$ cat src/hw/rtl/segment_rule_automaton_step_defines.svh
// ---------------------------------------------------------------------------
// segment_rule_automaton_step assertion macros
// shared assertion forms, sampled on clock and disabled during reset
// ---------------------------------------------------------------------------
`ifndef SEGMENT_RULE_AUTOMATON_STEP_DEFINES_SVH
`define SEGMENT_RULE_AUTOMATON_STEP_DEFINES_SVH

// same-cycle implication
`define SRA_ASSERT_NOW(label, ante, cons) \
   label: assert property (@(posedge clock) disable iff (reset) (ante) |-> (cons)) \
      else $error("sra assertion failed");

// next-cycle implication
`define SRA_ASSERT_NEXT(label, ante, cons) \
   label: assert property (@(posedge clock) disable iff (reset) (ante) |=> (cons)) \
      else $error("sra assertion failed");

`endif

$ cat src/hw/rtl/sra_pkg.sv
// ---------------------------------------------------------------------------
// sra_pkg
// shared types, microcode encodings and program for the automaton step block
// ---------------------------------------------------------------------------
package sra_pkg;

   localparam int IMAGE_BYTES_DEFAULT = 65536;
   localparam int PC_W = 4;

   // datapath operations
   localparam logic [3:0] OP_NOP      = 4'd0;
   localparam logic [3:0] OP_ACCEPT   = 4'd1;
   localparam logic [3:0] OP_LD_CNT   = 4'd2;
   localparam logic [3:0] OP_LD_SHIFT = 4'd3;
   localparam logic [3:0] OP_LD_HI    = 4'd4;
   localparam logic [3:0] OP_LD_LO    = 4'd5;
   localparam logic [3:0] OP_LD_FLAGS = 4'd6;
   localparam logic [3:0] OP_LD_SINK  = 4'd7;
   localparam logic [3:0] OP_UPDATE   = 4'd8;
   localparam logic [3:0] OP_ADVANCE  = 4'd9;
   localparam logic [3:0] OP_FINISH   = 4'd10;

   // read address selects
   localparam logic [2:0] AS_BASE1    = 3'd0;
   localparam logic [2:0] AS_REC      = 3'd1;
   localparam logic [2:0] AS_REC1     = 3'd2;
   localparam logic [2:0] AS_REC2     = 3'd3;
   localparam logic [2:0] AS_REC3     = 3'd4;
   localparam logic [2:0] AS_TGT_LIVE = 3'd5;
   localparam logic [2:0] AS_TGT1     = 3'd6;

   // jump conditions: taken jumps to target, otherwise step + 1
   localparam logic [2:0] JC_NEVER    = 3'd0;
   localparam logic [2:0] JC_ALWAYS   = 3'd1;
   localparam logic [2:0] JC_NO_START = 3'd2;
   localparam logic [2:0] JC_CNT_ZERO = 3'd3;
   localparam logic [2:0] JC_NO_MATCH = 3'd4;
   localparam logic [2:0] JC_OUT_BUSY = 3'd5;

   // program steps
   localparam logic [PC_W-1:0] STEP_IDLE     = 4'd0;
   localparam logic [PC_W-1:0] STEP_READ_CNT = 4'd1;
   localparam logic [PC_W-1:0] STEP_LOOP     = 4'd3;
   localparam logic [PC_W-1:0] STEP_SKIP     = 4'd11;
   localparam logic [PC_W-1:0] STEP_DONE     = 4'd15;

   typedef struct packed {
      logic [3:0]      op;
      logic [2:0]      asel;
      logic [2:0]      jcond;
      logic [PC_W-1:0] target;
   } ucode_type;

   typedef struct packed {
      logic start;
      logic cnt_zero;
      logic no_match;
      logic out_busy;
   } status_type;

   typedef struct packed {
      logic        updated;
      logic [15:0] next_offset;
      logic [7:0]  orth_shift;
      logic        is_accepting;
      logic        is_weak;
      logic        is_sink;
      logic        is_failed;
   } rsp_type;

   function automatic logic admissible(input logic acc, input logic sink, input logic eow);
      return eow ? acc : !sink;
   endfunction

   // control store; the done step wraps to idle when not held
   function automatic ucode_type ucode_rom(input logic [PC_W-1:0] pc);
      ucode_type uw;
      uw = '{op: OP_NOP, asel: AS_REC, jcond: JC_ALWAYS, target: STEP_IDLE};
      case (pc)
         4'd0: uw = '{op: OP_ACCEPT,   asel: AS_BASE1,    jcond: JC_NO_START,
                      target: STEP_IDLE};
         4'd1: uw = '{op: OP_NOP,      asel: AS_BASE1,    jcond: JC_NEVER,
                      target: STEP_IDLE};
         4'd2: uw = '{op: OP_LD_CNT,   asel: AS_REC,      jcond: JC_NEVER,
                      target: STEP_IDLE};
         4'd3: uw = '{op: OP_NOP,      asel: AS_REC,      jcond: JC_CNT_ZERO,
                      target: STEP_DONE};
         4'd4: uw = '{op: OP_NOP,      asel: AS_REC1,     jcond: JC_NO_MATCH,
                      target: STEP_SKIP};
         4'd5: uw = '{op: OP_LD_SHIFT, asel: AS_REC2,     jcond: JC_NEVER,
                      target: STEP_IDLE};
         4'd6: uw = '{op: OP_LD_HI,    asel: AS_REC3,     jcond: JC_NEVER,
                      target: STEP_IDLE};
         4'd7: uw = '{op: OP_LD_LO,    asel: AS_TGT_LIVE, jcond: JC_NEVER,
                      target: STEP_IDLE};
         4'd8: uw = '{op: OP_LD_FLAGS, asel: AS_TGT1,     jcond: JC_NEVER,
                      target: STEP_IDLE};
         4'd9: uw = '{op: OP_LD_SINK,  asel: AS_REC,      jcond: JC_NEVER,
                      target: STEP_IDLE};
         4'd10: uw = '{op: OP_UPDATE,  asel: AS_REC,      jcond: JC_NEVER,
                       target: STEP_IDLE};
         4'd11: uw = '{op: OP_ADVANCE, asel: AS_REC,      jcond: JC_ALWAYS,
                       target: STEP_LOOP};
         4'd15: uw = '{op: OP_FINISH,  asel: AS_REC,      jcond: JC_OUT_BUSY,
                       target: STEP_DONE};
         default: uw = '{op: OP_NOP, asel: AS_REC, jcond: JC_ALWAYS, target: STEP_IDLE};
      endcase
      return uw;
   endfunction

endpackage

$ cat src/hw/rtl/sra_sequencer.sv
// ---------------------------------------------------------------------------
// sra_sequencer
// step counter over the control store with conditional jumps
// ---------------------------------------------------------------------------
`include "segment_rule_automaton_step_defines.svh"

module sra_sequencer (
   input  logic                 clock,
   input  logic                 reset,
   input  sra_pkg::status_type  status,
   output sra_pkg::ucode_type   ctrl
);

   logic [sra_pkg::PC_W-1:0] pc_ff;
   logic [sra_pkg::PC_W-1:0] pc_in;
   logic                     take;

   assign ctrl = sra_pkg::ucode_rom(pc_ff);

   always_comb begin
      case (ctrl.jcond)
         sra_pkg::JC_NEVER:    take = 1'b0;
         sra_pkg::JC_ALWAYS:   take = 1'b1;
         sra_pkg::JC_NO_START: take = !status.start;
         sra_pkg::JC_CNT_ZERO: take = status.cnt_zero;
         sra_pkg::JC_NO_MATCH: take = status.no_match;
         sra_pkg::JC_OUT_BUSY: take = status.out_busy;
         default:              take = 1'b1;
      endcase
      pc_in = take ? ctrl.target : pc_ff + {{(sra_pkg::PC_W-1){1'b0}}, 1'b1};
   end

   always_ff @(posedge clock) begin
      if (reset) begin
         pc_ff <= sra_pkg::STEP_IDLE;
      end else begin
         pc_ff <= pc_in;
      end
   end

   `SRA_ASSERT_NEXT(a_step_starts, (ctrl.op == sra_pkg::OP_ACCEPT) && status.start, pc_ff == sra_pkg::STEP_READ_CNT)
   `SRA_ASSERT_NEXT(a_done_holds, (ctrl.op == sra_pkg::OP_FINISH) && status.out_busy, pc_ff == sra_pkg::STEP_DONE)
   `SRA_ASSERT_NEXT(a_advance_loops, ctrl.op == sra_pkg::OP_ADVANCE, pc_ff == sra_pkg::STEP_LOOP)

endmodule

$ cat config.mk
export PLATFORM = sky130hd
export DESIGN_NAME = sra_sequencer
export DESIGN_NICKNAME = d
export VERILOG_FILES = /design/src/hw/rtl/sra_pkg.sv /design/src/hw/rtl/sra_sequencer.sv
export VERILOG_INCLUDE_DIRS = /design/src /design/src/hw/rtl
export SDC_FILE = /design/constraint.sdc
export NUM_CORES = 1
export LEC_CHECK = 0
export BUFFER_PORTS_ARGS = -buffer_cell sky130_fd_sc_hd__buf_2
export CORE_MARGIN = 3
export CORE_UTILIZATION = 54
export DETAILED_ROUTE_END_ITERATION = 7
export GPL_TIMING_DRIVEN = 0
export MAX_ROUTING_LAYER = met4
export PLACE_DENSITY_LB_ADDON = 0.15
export SLEW_MARGIN = 30
export SYNTH_ARGS = -nofsm -noshare
export SYNTH_HDL_FRONTEND = slang
export SYNTH_SLANG_ARGS = --single-unit
$ cat constraint.sdc
create_clock -name clock -period 4.86 [get_ports clock]
set_input_delay 1.458 -clock clock [delete_from_list [all_inputs] [get_ports clock]]
set_output_delay 1.458 -clock clock [all_outputs]
set_load 0.02 [all_outputs]
Word level (Yosys, flattened, before mapping)
Memory sizes are Yosys's and may differ from the RTL's. A register that Yosys moved wholly into a read port is not among the register bits.
Cells that the tools add are included.
{"block": "classes", "addsub": 1, "n_eq_ne": 4, "mux": 3, "n_reduce_logical": 2}
{"cell": "$mux 4", "n": 2}
{"cell": "$eq 3x2->1 const B", "n": 2}
{"cell": "$eq 3x3->1 const B", "n": 2}
{"cell": "$pmux 1 s5", "n": 1}
{"cell": "$add 4x1->4 const B", "n": 1}
{"cell": "$logic_not 3->1", "n": 1}
{"cell": "$logic_not 1->1", "n": 1}
{"block": "totals", "register_bits": 4, "mem_bits_ro": 224, "input_bits": 6, "output_inout_bits": 14, "wordCells": 12, "n_memories": 1}
{"memory": "(name not given)", "words": 16, "width": 14, "rd": 1, "rd_clocked_by_memory_dff": 1, "write_ports": 0, "line_no": "sra_pkg.sv:79", "text": "case (pc)"}

Longest topological paths before layout
{"block": "depth", "word_depth": 4, "ltp_mapped": 10, "ltp_nobuf": 10}

Least setup slack after synthesis
Ideal clock, no wire load.
{"block": "synth_path", "kind": "input -> register", "start": "in status[3] (netlist name)", "end": "reg ctrl[8] (netlist name)", "setup_time_ns": 0.074, "arrival_time_ns": 3.150, "slack_ns": 1.636, "stages": 10, "path_buffers": 0, "path_cell_list": "nand2b_1 > a21oi_1 > a21o_4 > mux2i_1 > nor2_2 > inv_1 > ha_1 > inv_1 > or3_2 > o21ai_0"}
{"block": "synth_between", "elab_chain_len": 4}
{"element": "from (decl)", "line_no": "sra_sequencer.sv:10", "text": "input sra_pkg::status_type status,"}
{"element": "$logic_not 1->1", "line_no": "sra_sequencer.sv:24", "text": "sra_pkg::JC_NO_START: take = !status.start;"}
{"element": "$pmux 1 s5", "line_no": "sra_sequencer.sv:21", "text": "case (ctrl.jcond)"}
{"element": "$mux 4", "line_no": "sra_sequencer.sv:30", "text": "pc_in = take ? ctrl.target : pc_ff + {{(sra_pkg::PC_W-1){1'b0}}, 1'b1};"}
{"element": "$mux 4 (no source line)"}
No other way between the ends.
A chain may end at the register's enable or synchronous reset.

Final worst setup path
{"block": "layout_path", "start": "in status[3] (netlist name)", "end": "reg ctrl[8] (netlist name)"}
{"block": "layout_between", "elab_chain_len": 4}
{"element": "$logic_not 1->1", "line_no": "sra_sequencer.sv:24"}
{"element": "$pmux 1 s5", "line_no": "sra_sequencer.sv:21"}
{"element": "$mux 4", "line_no": "sra_sequencer.sv:30"}
{"element": "$mux 4 (no source line)"}
No other way between the ends.

==> out/results.md <==
| Group | Quantity | This run |
|:---|:---|:---|
| synth | Cells taking the most area after synthesis | sky130_fd_sc_hd__dfxtp_1 (43%), sky130_fd_sc_hd__ha_1 (4.7%), sky130_fd_sc_hd__inv_1 (2.8%) |
| sta | Final hold violation count | 0 |
| synth | Total of flip-flops plus latches after synthesis | 17 |
| synth | Mapped Cells | 78 |
| run status | Status | finished, final reports clean |
| grt | Total congestion overflow after global routing | 0 |
| floorplanning | Row count | 13 |
| detailed routing | Total iterations of the first detailed-routing run | 4 |
| final layout | Antenna Diode Count | 0 |
| grt | Number of global-route vias before repair | 579 |
| synth | Synthesized area | 793 µm² |
| clock network | Level count of the clock H-tree | 1 |
| floorplanning | Area of the die | 0.00196 mm² |
| worst setup path | Family with the most delay on the worst path | simple AND/OR/NAND/NOR gates |
| pwr | Power density relative to cell area | 701 mW/mm² |
| worst setup path | Setup CP Type | in2reg |
| sta | Number of max-slew violations in the final report | 0 |
| detailed routing | Detailed-route wire length per cell | 12.7 µm |
| worst setup path | Slowest cell on the critical path | sky130_fd_sc_hd__or3_2 |
| run | Count of max-cap constraint violations | 0 |
| detailed routing | DRT Wirelength | 1.46 mm |
| worst setup path | Register-to-register path setup slack | 2.61 ns |
| floorplanning | Chip Height | 44.3 µm |
| clock network | Cts hold-fix bufs | 0 |
| detailed routing | Number of DRC markers after the initial detailed-route iteration | 9 |
| pwr | Relative contribution of combinational cells to total power | 0.559 |
| worst setup path | Most prevalent standard cell on the critical path | sky130_fd_sc_hd__inv_1 |
| floorplanning | Initial Util | 0.595 |
| final layout | Fraction of layout cells with a size suffix above 1 | 0.380 |
| min path | Kind of path behind the tightest hold check | reg2reg |
| grt | Largest net degree at the start of global routing | 11 |
| pwr | Maximum vdd drop | 0.000385 V |
| final layout | Number of non-filler instances in the completed layout | 115 |
| synth | Mean Syn Cell Area | 10.2 µm² |
| pwr | Static leakage | 0.453 nW |
| final layout | Layout overhead on the synthesized area | 17.0% |
| clock network | Number of clock buffers inserted by TritonCTS | 3 |
| worst setup path | CP Capture Type | flop |
| pwr | Cell-internal power | 0.368 mW |
| worst setup path | Origin of the critical flop-to-flop path | ctrl[5]$_SDFF_PP0_ |
| sta | Max-slew headroom at the worst pin | 0.754 |
| clock network | Clock transition at the register clock pins on the worst setup and hold paths after CTS | 0.09 ns |
| worst setup path | CP cell instances | buf_2 -> nand2b_1 -> a21oi_1 -> a21o_4 -> mux2i_1 -> nor2_2 -> inv_1 -> ha_1 -> inv_1 -> or3_2 -> o21ai_0 |
| synth | Proportion of synthesized chip area in sequential cells | 0.429 |
| synth | Number of warning messages in the yosys log | 0 |
| detailed routing | Vias per Instance | 5.23 |
| pwr | Post-route total power | 0.651 mW |
| pwr | Sw Share | 0.435 |
| detailed routing | Post-detailed-route DRC marker count | 0 |
| sta | RSZ-0062 raised after global routing | false |
| place | DP HPWL | 1.14 mm |
| place | Cell count after placement | 111 |
| sta | Clock skew | 0.00480 ns |
| clock network | Clock sink total | 17 |
| worst setup path | Critical path startpoint | status[3] |
| clock network | Post-CTS Setup Inserts | 0 |
| worst setup path | Crit path launch type | primary input |
| pwr | Power spent charging and discharging nets | 0.283 mW |
| place | Port bufs | 18 |
| sta | Period Utilization, post-route | 0.656 |
| pwr | Share of power burned in registers | 0.332 |
| clock network | Post-CTS resize count | 0 |
| worst setup path | Critical path buffer and inverter count | 3 |
| floorplanning | Die Width | 44.3 µm |
| clock network | Clock latency reported for the late side of the worst-skew pair | 0.28 ns |
| synth | Post-synth top area cell | sky130_fd_sc_hd__dfxtp_1 |
| pwr | Part of the power in the clock network | 0.109 |
| worst setup path | Required time of the critical path | 5.07 ns |
| clock network | Maximum count of clock buffers along a single path | 2 |
| place | Final weighted congestion in routability-driven placement | 0.871 |
| final layout | Net count reported at finish | 110 |
| worst setup path | Largest driver fanout on the critical path | 9 |
| floorplanning | Ports placed on the boundary | 20 |
| sta | Setup TNS | 0 ns |
| grt | Antenna violations before repair | 0 |
| sta | Setup violations, final | 0 |
| sta | Slew @ Worst Pin | 0.368 ns |
| detailed routing | Via count | 601 |
| synth | Post-synth cell types | 35 |
| synth | Net Count, Synth | 87 |
| sta | Final worst path period need | 3.19 ns |
| synth | Share of Yosys cell area claimed by the top area cell type | 0.429 |
| clock network | Cell chosen for the clock root | sky130_fd_sc_hd__clkbuf_4 |
| sta | Tightest hold margin | 0.670 ns |
| floorplanning | Area of the core | 0.00133 mm² |
| clock network | CTS tree | built |
| min path | Beginning of the worst hold path | ctrl[1]$_DFF_P_ |
| grt | Wire length of the first global-routing pass | 2.48 mm |
| worst setup path | Max incr delay on CP | 0.48 ns |
| worst setup path | Worst EP arrival | 3.40 ns |
| detailed routing | Count of nets left with antenna violations after detail routing | 0 |
| sta | Maximum clock rate | 314 MHz |
| final layout | Commonest non-fill, non-tap cell in the layout | sky130_fd_sc_hd__buf_2 |
| final layout | Highest-count cells in the layout ignoring fill and taps | sky130_fd_sc_hd__buf_2 (18), sky130_fd_sc_hd__dfxtp_1 (17), sky130_fd_sc_hd__inv_1 (6), sky130_fd_sc_hd__nand2_1 (5) |
| grt | Overall track demand over capacity in global routing | 0.180 |
[cells in the mapped netlist, drive strengths merged]
master and count:
a21boi 2, o21ai 3, nand3 4, o22ai 1
a211oi 3, a31oi 2, dfxtp 17, xor2 2
a21o 3, and3 1, nand2b 4, ha 3
and2b 1, o211ai 1, or3 1, clkbuf 1
mux2i 3, nand2 6, nor3 2, inv 7
o21a 1, nor2 5, o21bai 1, a21oi 1
mux2 1, buf 2
[per-layer routing]
metal / share of wire / global-route usage / vias up / routed length [µm]
li1: - / - / 309 / -
met1: 0.44 / 0.222 / 273 / 646
met2: 0.49 / 0.276 / 14 / 709
met3: 0.043 / 0.0244 / 5 / 62
met4: 0.026 / 0.108 / 0 / 38
met5: 0 / - / - / 0
[sequential cells by signal, summed over array words and instances, names as in the netlist]
| signal | flops |
|---|---|
| ctrl | 13 |
| pc_ff | 4 |
[cell families after synthesis]
family,after synthesis,synth area share
AND/OR/NAND/NOR,24,0.166
XOR/XNOR,2,0.0221
buffers and inverters,10,0.0583
multiplexers,4,0.0678
flip-flops,17,0.429
AO/OA/AOI/OAI,18,0.210
adder cells (fa/ha/maj),3,0.0473
[worst paths after layout]
path,endpoint,cells after the start
max,ctrl[8]$_DFF_P_,11
min,pc_ff[0]$_SDFF_PP0_,2
max reg2reg,ctrl[8]$_DFF_P_,10
min reg2reg,pc_ff[0]$_SDFF_PP0_,2
[stage by stage]
stage                util  worst slack [ns]  instance area, µm²
floorplan               -              1.64                 793
global placement    0.676              1.42                 902
detailed placement  0.676              1.40                 902
CTS                 0.696              1.67                 928
global route        0.696              1.53                 928
finish              0.696              1.67                 928
[power groups by stage]
| stage | sequential (mW) | clock, mW | combinational [mW] |
|---|---|---|---|
| 6_report | 0.216 | 0.0709 | 0.364 |
| 5_1_grt | 0.222 | 0.0803 | 0.401 |
| 4_1_cts | 0.217 | 0.0733 | 0.366 |
| 3_5_place_dp | 0.220 | 0 | 0.364 |
| 3_3_place_gp | 0.217 | 0 | 0.358 |
| 2_1_floorplan | 0.257 | 0 | 0.246 |
[final cells by class]
type | instances | area, µm²
buffer | 3 | 20.0
clock buffer | 4 | 26.3
fill | 109 | 405
inverter | 7 | 26.3
multi-input combinational | 51 | 407
sequential | 17 | 340
tap | 15 | 18.8
timing repair buffer | 18 | 90.1
[worst register-to-register path, delay by kind of cell, from the launching register on]
| family | cells | cell delay (ns) |
|---|---|---|
| and+or+nand+nor | 3 | 0.69 |
| AOI/OAI and AO/OA | 3 | 0.53 |
| DFF | 1 | 0.38 |
| muxes | 1 | 0.27 |
| adders and majority gates | 1 | 0.15 |
| buffers and inverters | 2 | 0.14 |
Power figures use the tool's default switching activity.
